[config.mk]
export PLATFORM = sky130hd
export DESIGN_NAME = utf8_repair_stream
export DESIGN_NICKNAME = d
export VERILOG_FILES = /design/src/rtl/u8rep_pkg.sv /design/src/rtl/u8rep_dp.sv /design/src/rtl/u8rep_ctrl.sv /design/src/rtl/utf8_repair_stream.sv
export SDC_FILE = /design/constraint.sdc
export NUM_CORES = 1
export LEC_CHECK = 0
export CAP_MARGIN = 20
export CORE_AREA = 5 5 88 90
export DETAILED_ROUTE_END_ITERATION = 7
export DIE_AREA = 0 0 93 95
export DONT_BUFFER_PORTS = 1
export GPL_TIMING_DRIVEN = 0
export HOLD_SLACK_MARGIN = 0.08
export PLACE_DENSITY = 0.77
export SETUP_SLACK_MARGIN = 0.5
export SYNTH_ARGS = -nofsm -noshare
export SYNTH_HDL_FRONTEND = slang
export SYNTH_SLANG_ARGS = --single-unit
[constraint.sdc]
create_clock -name aclk -period 7 [get_ports aclk]
set_input_delay 1.4 -clock aclk [delete_from_list [all_inputs] [get_ports aclk]]
set_output_delay 1.4 -clock aclk [all_outputs]
set_load 0.005 [all_outputs]
[src/rtl/u8rep_pkg.sv]
// ----------------------------------------------------------------------------
// u8rep_pkg
// Shared types and constants for the utf-8 repair stream block: channel
// payload structs, controller/datapath command and status, byte codes.
// ----------------------------------------------------------------------------
package u8rep_pkg;

    // input transaction payload
    typedef struct packed {
        logic [7:0] text_byte;
        logic       end_of_text;
    } in_t;

    // result transaction payload
    typedef struct packed {
        logic [7:0] out_byte;
        logic       out_last;
    } out_t;

    // controller to datapath
    typedef struct packed {
        logic load;     // take the input byte, update state, build output plan
        logic advance;  // current output byte was taken
    } ctl_cmd_t;

    // datapath to controller
    typedef struct packed {
        logic plan_nonempty;  // plan built from the current input has output
        logic pending;        // output bytes still queued
        logic final_byte;     // current output byte is the last one queued
    } dp_stat_t;

    // replacement character U+FFFD
    localparam logic [7:0] REPL_B0 = 8'hEF;
    localparam logic [7:0] REPL_B1 = 8'hBF;
    localparam logic [7:0] REPL_B2 = 8'hBD;

    // continuation byte range
    localparam logic [7:0] CONT_LO = 8'h80;
    localparam logic [7:0] CONT_HI = 8'hBF;

    // lead bytes with a narrowed second byte range
    localparam logic [7:0] LEAD_E0 = 8'hE0;  // no overlong 3-byte forms
    localparam logic [7:0] LEAD_ED = 8'hED;  // no surrogates
    localparam logic [7:0] LEAD_F0 = 8'hF0;  // no overlong 4-byte forms
    localparam logic [7:0] LEAD_F4 = 8'hF4;  // nothing above U+10FFFF
    localparam logic [7:0] E0_LO   = 8'hA0;
    localparam logic [7:0] ED_HI   = 8'h9F;
    localparam logic [7:0] F0_LO   = 8'h90;
    localparam logic [7:0] F4_HI   = 8'h8F;

    // lead byte classes
    localparam logic [7:0] LEAD2_LO = 8'hC2;
    localparam logic [7:0] LEAD2_HI = 8'hDF;
    localparam logic [7:0] LEAD3_LO = 8'hE0;
    localparam logic [7:0] LEAD3_HI = 8'hEF;
    localparam logic [7:0] LEAD4_LO = 8'hF0;
    localparam logic [7:0] LEAD4_HI = 8'hF4;

    // byte position inside a replacement character
    localparam logic [1:0] SUB_B0 = 2'd0;
    localparam logic [1:0] SUB_B1 = 2'd1;
    localparam logic [1:0] SUB_B2 = 2'd2;

endpackage

[src/rtl/u8rep_dp.sv]
// ----------------------------------------------------------------------------
// u8rep_dp
// Datapath: sequence state (held bytes, counts), per-transaction output plan
// and the byte emitter that walks the plan one byte per cycle while the receiver is ready.
// ----------------------------------------------------------------------------
module u8rep_dp (
    input  logic                aclk,
    input  logic                aresetn,
    input  u8rep_pkg::in_t      in_data,
    input  u8rep_pkg::ctl_cmd_t cmd,
    output u8rep_pkg::dp_stat_t stat,
    output u8rep_pkg::out_t     out_data
);

    // sequence state
    logic [7:0] held_reg [3];
    logic [1:0] held_cnt_reg, held_cnt_next;
    logic [1:0] need_reg, need_next;

    // output plan: leading replacements, literal bytes, trailing replacement
    logic [1:0] reps_a_reg, reps_a_next;
    logic [7:0] lit_reg [4];
    logic [7:0] lit_next [4];
    logic [2:0] lit_cnt_reg, lit_cnt_next;
    logic [1:0] lit_idx_reg;
    logic       rep_b_reg, rep_b_next;
    logic       last_reg;
    logic [1:0] sub_reg;

    logic [7:0] b;
    logic [7:0] lo, hi;
    logic       cont_ok;
    logic       store_cont;
    logic       wr_en;
    logic [1:0] wr_idx;
    logic [1:0] lit_held;
    logic [1:0] fresh_need;
    logic       is_lead;

    assign b = in_data.text_byte;

    // allowed range for the next continuation byte
    always_comb begin
        lo = u8rep_pkg::CONT_LO;
        hi = u8rep_pkg::CONT_HI;
        if (held_cnt_reg == 2'd1) begin
            unique case (held_reg[0])
                u8rep_pkg::LEAD_E0: lo = u8rep_pkg::E0_LO;
                u8rep_pkg::LEAD_ED: hi = u8rep_pkg::ED_HI;
                u8rep_pkg::LEAD_F0: lo = u8rep_pkg::F0_LO;
                u8rep_pkg::LEAD_F4: hi = u8rep_pkg::F4_HI;
                default: ;
            endcase
        end
    end

    assign cont_ok = (held_cnt_reg != 2'd0) && (b >= lo) && (b <= hi);

    // lead byte classification for a fresh start
    always_comb begin
        is_lead    = 1'b1;
        fresh_need = 2'd0;
        priority if (b >= u8rep_pkg::LEAD2_LO && b <= u8rep_pkg::LEAD2_HI) begin
            fresh_need = 2'd1;
        end else if (b >= u8rep_pkg::LEAD3_LO && b <= u8rep_pkg::LEAD3_HI) begin
            fresh_need = 2'd2;
        end else if (b >= u8rep_pkg::LEAD4_LO && b <= u8rep_pkg::LEAD4_HI) begin
            fresh_need = 2'd3;
        end else begin
            is_lead = 1'b0;
        end
    end

    // plan and next sequence state for the byte on the input
    always_comb begin
        held_cnt_next = held_cnt_reg;
        need_next     = need_reg;
        store_cont    = 1'b0;
        wr_en         = 1'b0;
        wr_idx        = held_cnt_reg;
        lit_held      = 2'd0;
        reps_a_next   = 2'd0;
        lit_cnt_next  = 3'd0;
        rep_b_next    = 1'b0;
        if (cont_ok && need_reg <= 2'd1) begin
            // sequence complete: pass held bytes and this one
            lit_held      = held_cnt_reg;
            lit_cnt_next  = {1'b0, held_cnt_reg} + 3'd1;
            held_cnt_next = 2'd0;
            need_next     = 2'd0;
        end else if (cont_ok && held_cnt_reg != 2'd3) begin
            // continuation, more to come
            store_cont    = 1'b1;
            wr_en         = 1'b1;
            held_cnt_next = held_cnt_reg + 2'd1;
            need_next     = need_reg - 2'd1;
        end else begin
            // broken or nothing held: one replacement per held byte
            reps_a_next   = held_cnt_reg;
            held_cnt_next = 2'd0;
            need_next     = 2'd0;
            if (!b[7]) begin
                lit_cnt_next = 3'd1;
            end else if (is_lead) begin
                wr_en         = 1'b1;
                wr_idx        = 2'd0;
                held_cnt_next = 2'd1;
                need_next     = fresh_need;
            end else begin
                rep_b_next = 1'b1;
            end
        end
        // end of text flushes whatever is still unfinished
        if (in_data.end_of_text && held_cnt_next != 2'd0) begin
            if (store_cont) begin
                reps_a_next = held_cnt_next;
            end else begin
                rep_b_next = 1'b1;
            end
            held_cnt_next = 2'd0;
            need_next     = 2'd0;
        end
    end

    always_comb begin
        for (int i = 0; i < 3; i++) begin
            lit_next[i] = (2'(i) < lit_held) ? held_reg[i] : b;
        end
        lit_next[3] = b;
    end

    always_ff @(posedge aclk) begin
        if (!aresetn) begin
            held_cnt_reg <= 2'd0;
            need_reg     <= 2'd0;
        end else if (cmd.load) begin
            held_cnt_reg <= held_cnt_next;
            need_reg     <= need_next;
        end
    end

    always_ff @(posedge aclk) begin
        if (cmd.load && wr_en) begin
            held_reg[wr_idx] <= b;
        end
        if (cmd.load) begin
            for (int i = 0; i < 4; i++) begin
                lit_reg[i] <= lit_next[i];
            end
            last_reg <= in_data.end_of_text;
        end
    end

    // emitter
    logic in_rep_a;
    logic in_lit;

    assign in_rep_a = (reps_a_reg != 2'd0);
    assign in_lit   = !in_rep_a && (lit_cnt_reg != 3'd0);

    always_ff @(posedge aclk) begin
        if (!aresetn) begin
            reps_a_reg  <= 2'd0;
            lit_cnt_reg <= 3'd0;
            lit_idx_reg <= 2'd0;
            rep_b_reg   <= 1'b0;
            sub_reg     <= u8rep_pkg::SUB_B0;
        end else if (cmd.load) begin
            reps_a_reg  <= reps_a_next;
            lit_cnt_reg <= lit_cnt_next;
            lit_idx_reg <= 2'd0;
            rep_b_reg   <= rep_b_next;
            sub_reg     <= u8rep_pkg::SUB_B0;
        end else if (cmd.advance) begin
            if (in_lit) begin
                lit_idx_reg <= lit_idx_reg + 2'd1;
                lit_cnt_reg <= lit_cnt_reg - 3'd1;
            end else if (sub_reg == u8rep_pkg::SUB_B2) begin
                sub_reg <= u8rep_pkg::SUB_B0;
                if (in_rep_a) begin
                    reps_a_reg <= reps_a_reg - 2'd1;
                end else begin
                    rep_b_reg <= 1'b0;
                end
            end else begin
                sub_reg <= sub_reg + 2'd1;
            end
        end
    end

    logic [7:0] rep_byte;
    logic       final_byte;

    always_comb begin
        unique case (sub_reg)
            u8rep_pkg::SUB_B0: rep_byte = u8rep_pkg::REPL_B0;
            u8rep_pkg::SUB_B1: rep_byte = u8rep_pkg::REPL_B1;
            default:           rep_byte = u8rep_pkg::REPL_B2;
        endcase
    end

    always_comb begin
        priority if (in_rep_a) begin
            final_byte = (reps_a_reg == 2'd1) && (sub_reg == u8rep_pkg::SUB_B2)
                         && (lit_cnt_reg == 3'd0) && !rep_b_reg;
        end else if (in_lit) begin
            final_byte = (lit_cnt_reg == 3'd1) && !rep_b_reg;
        end else begin
            final_byte = (sub_reg == u8rep_pkg::SUB_B2);
        end
    end

    assign out_data.out_byte = in_lit ? lit_reg[lit_idx_reg] : rep_byte;
    assign out_data.out_last = last_reg && final_byte;

    assign stat.plan_nonempty = (reps_a_next != 2'd0) || (lit_cnt_next != 3'd0) || rep_b_next;
    assign stat.pending       = in_rep_a || (lit_cnt_reg != 3'd0) || rep_b_reg;
    assign stat.final_byte    = final_byte;

endmodule

[src/rtl/u8rep_ctrl.sv]
// ----------------------------------------------------------------------------
// u8rep_ctrl
// Controller: decides when an input transaction is taken and when output
// bytes are presented; drives load/advance commands to the datapath.
// ----------------------------------------------------------------------------
module u8rep_ctrl (
    input  logic                aclk,
    input  logic                aresetn,
    input  logic                s_valid,
    output logic                s_ready,
    output logic                m_valid,
    input  logic                m_ready,
    input  u8rep_pkg::dp_stat_t stat,
    output u8rep_pkg::ctl_cmd_t cmd
);

    localparam logic ST_IDLE = 1'b0;
    localparam logic ST_SEND = 1'b1;

    logic state_reg, state_next;

    assign m_valid     = (state_reg == ST_SEND);
    // next byte is taken in idle or as the final queued byte leaves
    assign s_ready     = (state_reg == ST_IDLE) || (m_ready && stat.final_byte);
    assign cmd.load    = s_valid && s_ready;
    assign cmd.advance = m_valid && m_ready;

    always_comb begin
        state_next = state_reg;
        if (cmd.load) begin
            state_next = stat.plan_nonempty ? ST_SEND : ST_IDLE;
        end else if (cmd.advance && stat.final_byte) begin
            state_next = ST_IDLE;
        end
    end

    always_ff @(posedge aclk) begin
        if (!aresetn) begin
            state_reg <= ST_IDLE;
        end else begin
            state_reg <= state_next;
        end
    end

    // sending implies the datapath has bytes queued
    a_send_pending: assert property (@(posedge aclk) disable iff (!aresetn)
        (state_reg == ST_SEND) |-> stat.pending)
        else $error("send state with empty output queue");

    // while sending, input is only taken with the final byte
    a_take_on_final: assert property (@(posedge aclk) disable iff (!aresetn)
        (m_valid && s_ready) |-> (m_ready && stat.final_byte))
        else $error("input taken before output queue drained");

    // a transaction with no output leaves the block idle
    a_empty_plan_idle: assert property (@(posedge aclk) disable iff (!aresetn)
        (cmd.load && !stat.plan_nonempty) |=> (state_reg == ST_IDLE))
        else $error("idle expected after transaction without output");

    // a transaction with output is presented in the next cycle
    a_plan_sent: assert property (@(posedge aclk) disable iff (!aresetn)
        (cmd.load && stat.plan_nonempty) |=> (m_valid && stat.pending))
        else $error("queued output not presented");

endmodule

[src/rtl/utf8_repair_stream.sv]
// ----------------------------------------------------------------------------
// utf8_repair_stream
// Streaming utf-8 checker that passes valid sequences and replaces broken
// or stray bytes with U+FFFD.
// ----------------------------------------------------------------------------
// usage
//   s_ channel: one text byte per transaction, end_of_text on the final byte
//   m_ channel: repaired bytes, out_last on the final output byte of a string
//   ascii bytes are presented in the cycle after they are taken; a valid multi-byte
//   sequence is held (no output) until its last byte arrives, then all of its
//   bytes leave one per cycle while the receiver is ready
//   a broken sequence yields EF BF BD per held byte, plus the new byte, its own
//   replacement or nothing for a new lead: up to 12 output bytes per input transaction
//   throughput: one input transaction per cycle for ascii and held bytes while
//   the receiver is ready; a transaction that produces output bytes holds the
//   single output port until all are accepted, and the next input is taken on
//   the cycle the last of them is accepted
//   receiver stall: output byte and flags hold; input is not taken until the
//   queued bytes drain
//   reset (aresetn low, synchronous): drops held bytes and any queued output,
//   block is idle and ready in the first cycle after reset
// ----------------------------------------------------------------------------
module utf8_repair_stream (
    input  logic             aclk,
    input  logic             aresetn,
    input  logic             s_valid,
    output logic             s_ready,
    input  u8rep_pkg::in_t   s_data,
    output logic             m_valid,
    input  logic             m_ready,
    output u8rep_pkg::out_t  m_data
);

    // command/status between controller and datapath
    u8rep_pkg::ctl_cmd_t cmd;
    u8rep_pkg::dp_stat_t stat;

    // controller: handshakes, idle/send sequencing
    u8rep_ctrl u_ctrl (
        .aclk    (aclk),
        .aresetn (aresetn),
        .s_valid (s_valid),
        .s_ready (s_ready),
        .m_valid (m_valid),
        .m_ready (m_ready),
        .stat    (stat),
        .cmd     (cmd)
    );

    // datapath: sequence checking, held bytes, output plan and emitter
    u8rep_dp u_dp (
        .aclk     (aclk),
        .aresetn  (aresetn),
        .in_data  (s_data),
        .cmd      (cmd),
        .stat     (stat),
        .out_data (m_data)
    );

endmodule

==> results of run 1 <==
synthesized netlist by cell type, types with 3 or more instances:
library cell | instances | area, um^2
edfxtp_1 | 57 | 1712
nand2_1 | 24 | 90.09
mux2_2 | 19 | 214.0
nor2_1 | 18 | 67.56
dfxtp_1 | 17 | 340.3
inv_1 | 14 | 52.55
ha_1 | 13 | 162.7
nand3_1 | 9 | 45.04
mux4_2 | 8 | 180.2
or3_1 | 8 | 50.05
clkbuf_1 | 7 | 26.28
a21oi_1 | 6 | 30.03
o21ai_0 | 6 | 30.03
a21boi_0 | 5 | 37.54
a21o_1 | 4 | 30.03
and3_1 | 4 | 25.02
nand2b_1 | 4 | 25.02
nor4_1 | 4 | 25.02
a31oi_1 | 3 | 18.77
and2_1 | 3 | 18.77
nor2b_1 | 3 | 18.77
nor3_1 | 3 | 15.01
o21a_1 | 3 | 22.52
o22ai_1 | 3 | 18.77
xnor2_1 | 3 | 26.28
worst register-to-register path, cell delays in order (launching register included):
cell and delay (ns):
dfxtp_1 0.34, clkbuf_1 0.31, inv_1 0.25, ha_1 0.24, nand3_1 0.18, nor2_1 0.09
ha_1 0.30, a21o_1 0.16, o22ai_1 0.20, nand3_1 0.10, or3_1 0.39, or4_1 0.40
nor2_1 0.68
report_power, final:
part / switching (mW) / internal [mW] / total [mW]
logic: 0.0387 / 0.0273 / 0.0660
registers: 0.00648 / 0.492 / 0.499
clock network: 0.149 / 0.164 / 0.312
metal layers:
metal | up-vias | part of all wire (%) | global-route usage [%] | wire length (um)
met5 | - | 0 | 0 | 0
met4 | 0 | 1.8 | 7.692 | 129
met3 | 13 | 3.7 | 3.745 | 266
met2 | 57 | 52 | 30.77 | 3777
met1 | 1183 | 43 | 22.38 | 3095
li1 | 1120 | - | - | -
cells by family after synthesis:
group           share of synthesized area, %
xor+xnor                               1.206
simple gates                           13.26
mux                                    11.40
flops                                  56.49
buf+inv                                2.584
fa+ha+maj                              4.478
compound gates                         10.58
per-stage QoR:
| stage | utilization, % | std cells | cell area (um^2) |
|---|---|---|---|
| floorplan | - | 287 | 3632 |
| global route | 56.65 | 387 | 3955 |
| finish | 56.65 | 387 | 3955 |
| global placement | 53.49 | 369 | 3735 |
| detailed placement | 53.98 | 371 | 3769 |
| CTS | 56.65 | 387 | 3955 |
layout make-up:
cell class                 instances  area, um^2  area share [%]
sequential                        74        2052           51.88
multi-input combinational        190        1493           37.74
clock buffer                      11       131.4           3.322
tap                               82       102.6           2.594
inverter                          15       56.30           1.424
clock inverter                     5       55.05           1.392
buffer                             8       37.54          0.9491
timing repair buffer               2       27.53          0.6960
worst min-delay path by stage:
stage,endpoint,slack [ns],cells after the start
floorplan,u_dp.sub_reg[1],0.47,2
global placement,u_dp.sub_reg[1],0.48,2
detailed placement,u_dp.sub_reg[1],0.49,2
CTS,u_dp.sub_reg[1],0.50,2
global route,u_dp.sub_reg[1],0.53,2
finish,u_dp.sub_reg[1],0.50,2
==> flow_metrics.tcl, run 1 <==
set metrics [dict create \
    min_from "u_dp.sub_reg[1]" \
    max_cap_viol_count 0 \
    start_kind "register" \
    arrival_ns 3.96 \
    clock.fmax_mhz 250.0 \
    crit_fanout 8 \
    dp_slack_ns 3.008 \
    end_kind "register" \
    io-pin-count 24 \
    diodes 0 \
    via_per_inst 6.132 \
    start_util_pct 52.03 \
    nNetsFinal 326 \
    cp-startpoint "u_dp.held_cnt_reg[1]" \
    final_cell_mix "edfxtp_1, nand2_1, mux2_2" \
    peakVddDrop_uv 99.51 \
    dp_hpwl_um 5074 \
    htreeDepth 3 \
    hold_violations 0 \
    dr.pass1.iters 4 \
    crit_end "u_dp.held_reg[2][4]" \
    fp.coreArea_um2 6982 \
    clkSlewWorstSetupHoldPaths_ns 0.07 \
    wl_per_cell_um 18.78 \
    cpPeakStageDelay_ns 0.68 \
    place.gp.congestion 0.8652 \
    dieHeight_um 95 \
    worstPathBufferInverterCount 2 \
    holdWs_ns 0.5048 \
    synth.avg_cell_area_um2 12.66 \
    critPathSlowestCell "nor2_1" \
    die_x_um 93 \
    status "complete, no violations" \
    clock-skew-final_ns 0.007517 \
    synth-async-reset-ratio_pct 0 \
    rr_endpoint "u_dp.held_reg[2][4]" \
    portBuffers 0 \
    fillerInstances 544 \
    syn_inst 287 \
    setup_slack_ns 2.999 \
    r2r_start "u_dp.held_cnt_reg[1]" \
    ant_nets 0 \
    numCtsBuffers 9 \
    vias 2373 \
    criticalPathCategory "reg -> reg" \
    wl_um 7269 \
    crit_family "simple AND/OR/NAND/NOR gates" \
    largest_reg_flops 32 \
    fin_crit_ns 4.001 \
    synth_area_um2 3632 \
    area_growth_syn_to_layout_pct 8.887 \
    final_common_cell "edfxtp_1" \
    tightestPinTransition_ns 0.9764 \
    rows 31 \
    layout-drive-gt1-share_pct 17.70 \
    drc_errors 0 \
    ctsHoldBuffers 0 \
    tns_ns 0 \
    clock_sink_count 74 \
    worstPathCellList "clkbuf_1 > inv_1 > ha_1 > nand3_1 > nor2_1 > ha_1 > a21o_1 > o22ai_1 > nand3_1 > or3_1 > or4_1 > nor2_1" \
    grt_pass1_vias 2371 \
    relSlewSlack_pct 34.41 \
    worstSkewPairLatency_ns 0.34 \
    cts_tree "yes" \
    power_density_nw_per_um2 221.7 \
    synthFlopType "edfxtp_1" \
    grt_pass1_wl_um 11920 \
    grt_overflow 0 \
    reg2reg_depth 12 \
    synth_cell_types 56 \
    min_period_over_period_pct 57.15 \
    rsz0062_at_grt "false" \
    cp_num_cells 12 \
    antenna_found_initial 0 \
    die_area_um2 8835 \
    ys_seq_area_share_pct 56.49 \
    p_total_uw 876.9 \
    power.leakage_nw 1.345 \
    grtUsageTotal_pct 18.06 \
    syn_nets 313 \
    cts_resized 0 \
    drtIter0Drc 174 \
    clock_path_buffers 2 \
    hp-class "reg -> reg" \
    setup_viol_count_final 0 \
    synth_edf_count 57 \
    ys_ff_latch 74 \
    yosys_warnings 0 \
    maxSlewViolCount 0 \
    cts_setup_buffers 0 \
    required_ns 6.96 \
    grt_max_degree 30 \
    ctsRootBufferMaster "clkbuf_8" \
    rrSetupSlack_ns 3.00 \
]
Power figures use the tool's default switching activity.
==> run 2: changes to the inputs <==
--- a/config.mk
+++ b/config.mk
@@ -12,7 +12,7 @@
 export DONT_BUFFER_PORTS = 1
 export GPL_TIMING_DRIVEN = 0
 export HOLD_SLACK_MARGIN = 0.08
-export PLACE_DENSITY = 0.77
+export PLACE_DENSITY = 0.79
 export SETUP_SLACK_MARGIN = 0.5
 export SYNTH_ARGS = -nofsm -noshare
 export SYNTH_HDL_FRONTEND = slang
==> constraint.sdc (replaced) <==
create_clock -name aclk -period 3.28 [get_ports aclk]
set_input_delay 0.656 -clock aclk [delete_from_list [all_inputs] [get_ports aclk]]
set_output_delay 0.656 -clock aclk [all_outputs]
set_load 0.005 [all_outputs]
==> run 2 against run 1 <==
Clock skew is 0.0016 ns higher. Flip-flop and latch count is the same. Non-clock buffer count rose by 22. Die area unchanged. Design area grew 14%. Via count is 8.5% higher. Sequential power up 110%. Clock power rose by 120%. Worst hold slack worse by 0.11 ns. Fmax grew 35%. Register-to-register slack worse by 2.7 ns. Global-route usage is 1.8 points higher. Critical path type unchanged. Largest power group unchanged. Highest routed layer unchanged.
==> flow_metrics.tcl, run 2 (same netlist as run 1, synthesis figures left out) <==
set metrics [dict create \
    status "complete, no violations" \
    rows 31 \
    end_kind "register" \
    via_per_inst 6.293 \
    cts_tree "yes" \
    clock-skew-final_ns 0.009072 \
    tightestPinTransition_ns 0.9026 \
    dp_hpwl_um 5107 \
    tns_ns 0 \
    htreeDepth 3 \
    worstSkewPairLatency_ns 0.35 \
    crit_family "simple AND/OR/NAND/NOR gates" \
    area_growth_syn_to_layout_pct 24.42 \
    power.leakage_nw 1.648 \
    clock.fmax_mhz 336.8 \
    critPathSlowestCell "or4_4" \
    peakVddDrop_uv 215.4 \
    crit_fanout 6 \
    final_cell_mix "edfxtp_1, nand2_1, mux2_4" \
    wl_um 8967 \
    criticalPathCategory "reg -> reg" \
    hold_violations 0 \
    worstPathCellList "buf_8 > inv_8 > ha_4 > nand3_4 > nor3_2 > nand2_1 > ha_4 > buf_6 > a211o_1 > nor2_1 > or3_4 > or4_4 > nor2_4 > buf_12" \
    cpMostUsedCell "ha_4" \
    max_cap_viol_count 0 \
    clkSlewWorstSetupHoldPaths_ns 0.08 \
    grt_max_degree 28 \
    wl_per_cell_um 21.92 \
    start_util_pct 52.03 \
    io-pin-count 24 \
    maxSlewViolCount 0 \
    place.gp.congestion 0.8177 \
    relSlewSlack_pct 39.37 \
    largest_reg_flops 32 \
    clock_path_buffers 2 \
    portBuffers 0 \
    dr.pass1.iters 6 \
    setup_viol_count_final 0 \
    place_area_um2 3842 \
    min_period_over_period_pct 90.51 \
    clock_sink_count 74 \
    p_total_mw 1.925 \
    grt_overflow 0 \
    dieHeight_um 95 \
    arrival_ns 3.03 \
    grt_pass1_vias 2497 \
    worstPathBufferInverterCount 4 \
    ctsRootBufferMaster "clkbuf_8" \
    antenna_found_initial 0 \
    hp-class "in -> reg" \
    ant_nets 0 \
    nNetsFinal 348 \
    ctsHoldBuffers 0 \
    layout-drive-gt1-share_pct 34.25 \
    grtUsageTotal_pct 19.83 \
    die_area_um2 8835 \
    power_density_nw_per_um2 425.9 \
    drc_errors 0 \
    final_common_cell "edfxtp_1" \
    drtIter0Drc 269 \
    grt_pass1_wl_um 13090 \
    numCtsBuffers 9 \
    fin_crit_ns 2.969 \
    vias 2574 \
    required_ns 3.34 \
    cpPeakStageDelay_ns 0.44 \
    start_kind "register" \
    die_x_um 93 \
    fin_area_um2 4519 \
    fp.coreArea_um2 6982 \
    diodes 0 \
    rsz0062_at_grt "true" \
]
## run 2: final cells by class
class | count | area (um^2)
multi-input combinational | 190 | 1789
fill | 470 | 2462
clock inverter | 4 | 52.55
buffer | 8 | 53.80
tap | 82 | 102.6
clock buffer | 12 | 135.1
sequential | 74 | 2053
timing repair buffer | 24 | 266.5
inverter | 15 | 66.31
## run 2: worst paths after layout
kind / start / to / slack [ns] / cells after the start
hold / removal: s_data[0] / u_dp.last_reg / 0.40 / 0
setup reg to reg: u_dp.held_cnt_reg[1] / u_dp.held_reg[2][3] / 0.31 / 14
setup / recovery: u_dp.held_cnt_reg[1] / u_dp.held_reg[2][3] / 0.31 / 14
hold reg to reg: u_dp.sub_reg[0] / u_dp.sub_reg[1] / 0.51 / 2
## run 2: report_power, final
part	internal [mW]	switching (mW)	leakage [nW]	total, mW
logic	0.0747	0.0958	0.882	0.170
clock network	0.354	0.335	0.0945	0.689
registers	1.05	0.0150	0.672	1.07
## run 2: metal layers
| metal | part of all wire (%) | vias to the layer above | global-route usage (%) |
|---|---|---|---|
| met1 | 39 | 1273 | 24.58 |
| met4 | 3.8 | 0 | 8.547 |
| met5 | 0 | - | 0 |
| li1 | - | 1158 | - |
| met3 | 5.5 | 29 | 4.064 |
| met2 | 51 | 114 | 33.77 |
## run 2: repair_timing
action                                  CTS  global route
endpoints found under the setup margin   53            62
gates cloned                              1             0
pin swaps                                12             9
buffers inserted                         18             4
gates resized for setup                  22            52
## run 2: worst register-to-register path, stage by stage (launching register included)
cell and delay [ns]:
dfxtp_2 0.34, buf_8 0.13, inv_8 0.05, ha_4 0.13, nand3_4 0.11, nor3_2 0.14, nand2_1 0.12, ha_4 0.30
buf_6 0.08, a211o_1 0.14, nor2_1 0.06, or3_4 0.37, or4_4 0.44, nor2_4 0.14, buf_12 0.13
## run 2: per-stage QoR
| step | cells | hold slack [ns] | worst slack, ns | util (%) |
|---|---|---|---|---|
| 3_3_place_gp | 369 | 0.4856 | 0.03812 | 54.82 |
| 3_5_place_dp | 370 | 0.5011 | 0.1858 | 55.04 |
| 6_report | 409 | 0.3985 | 0.3113 | 64.73 |
| 5_1_grt | 409 | 0.3790 | 0.1961 | 64.73 |
| 4_1_cts | 405 | 0.3934 | 0.3404 | 61.61 |
| 2_1_floorplan | 287 | 0.4709 | 0.5016 | - |
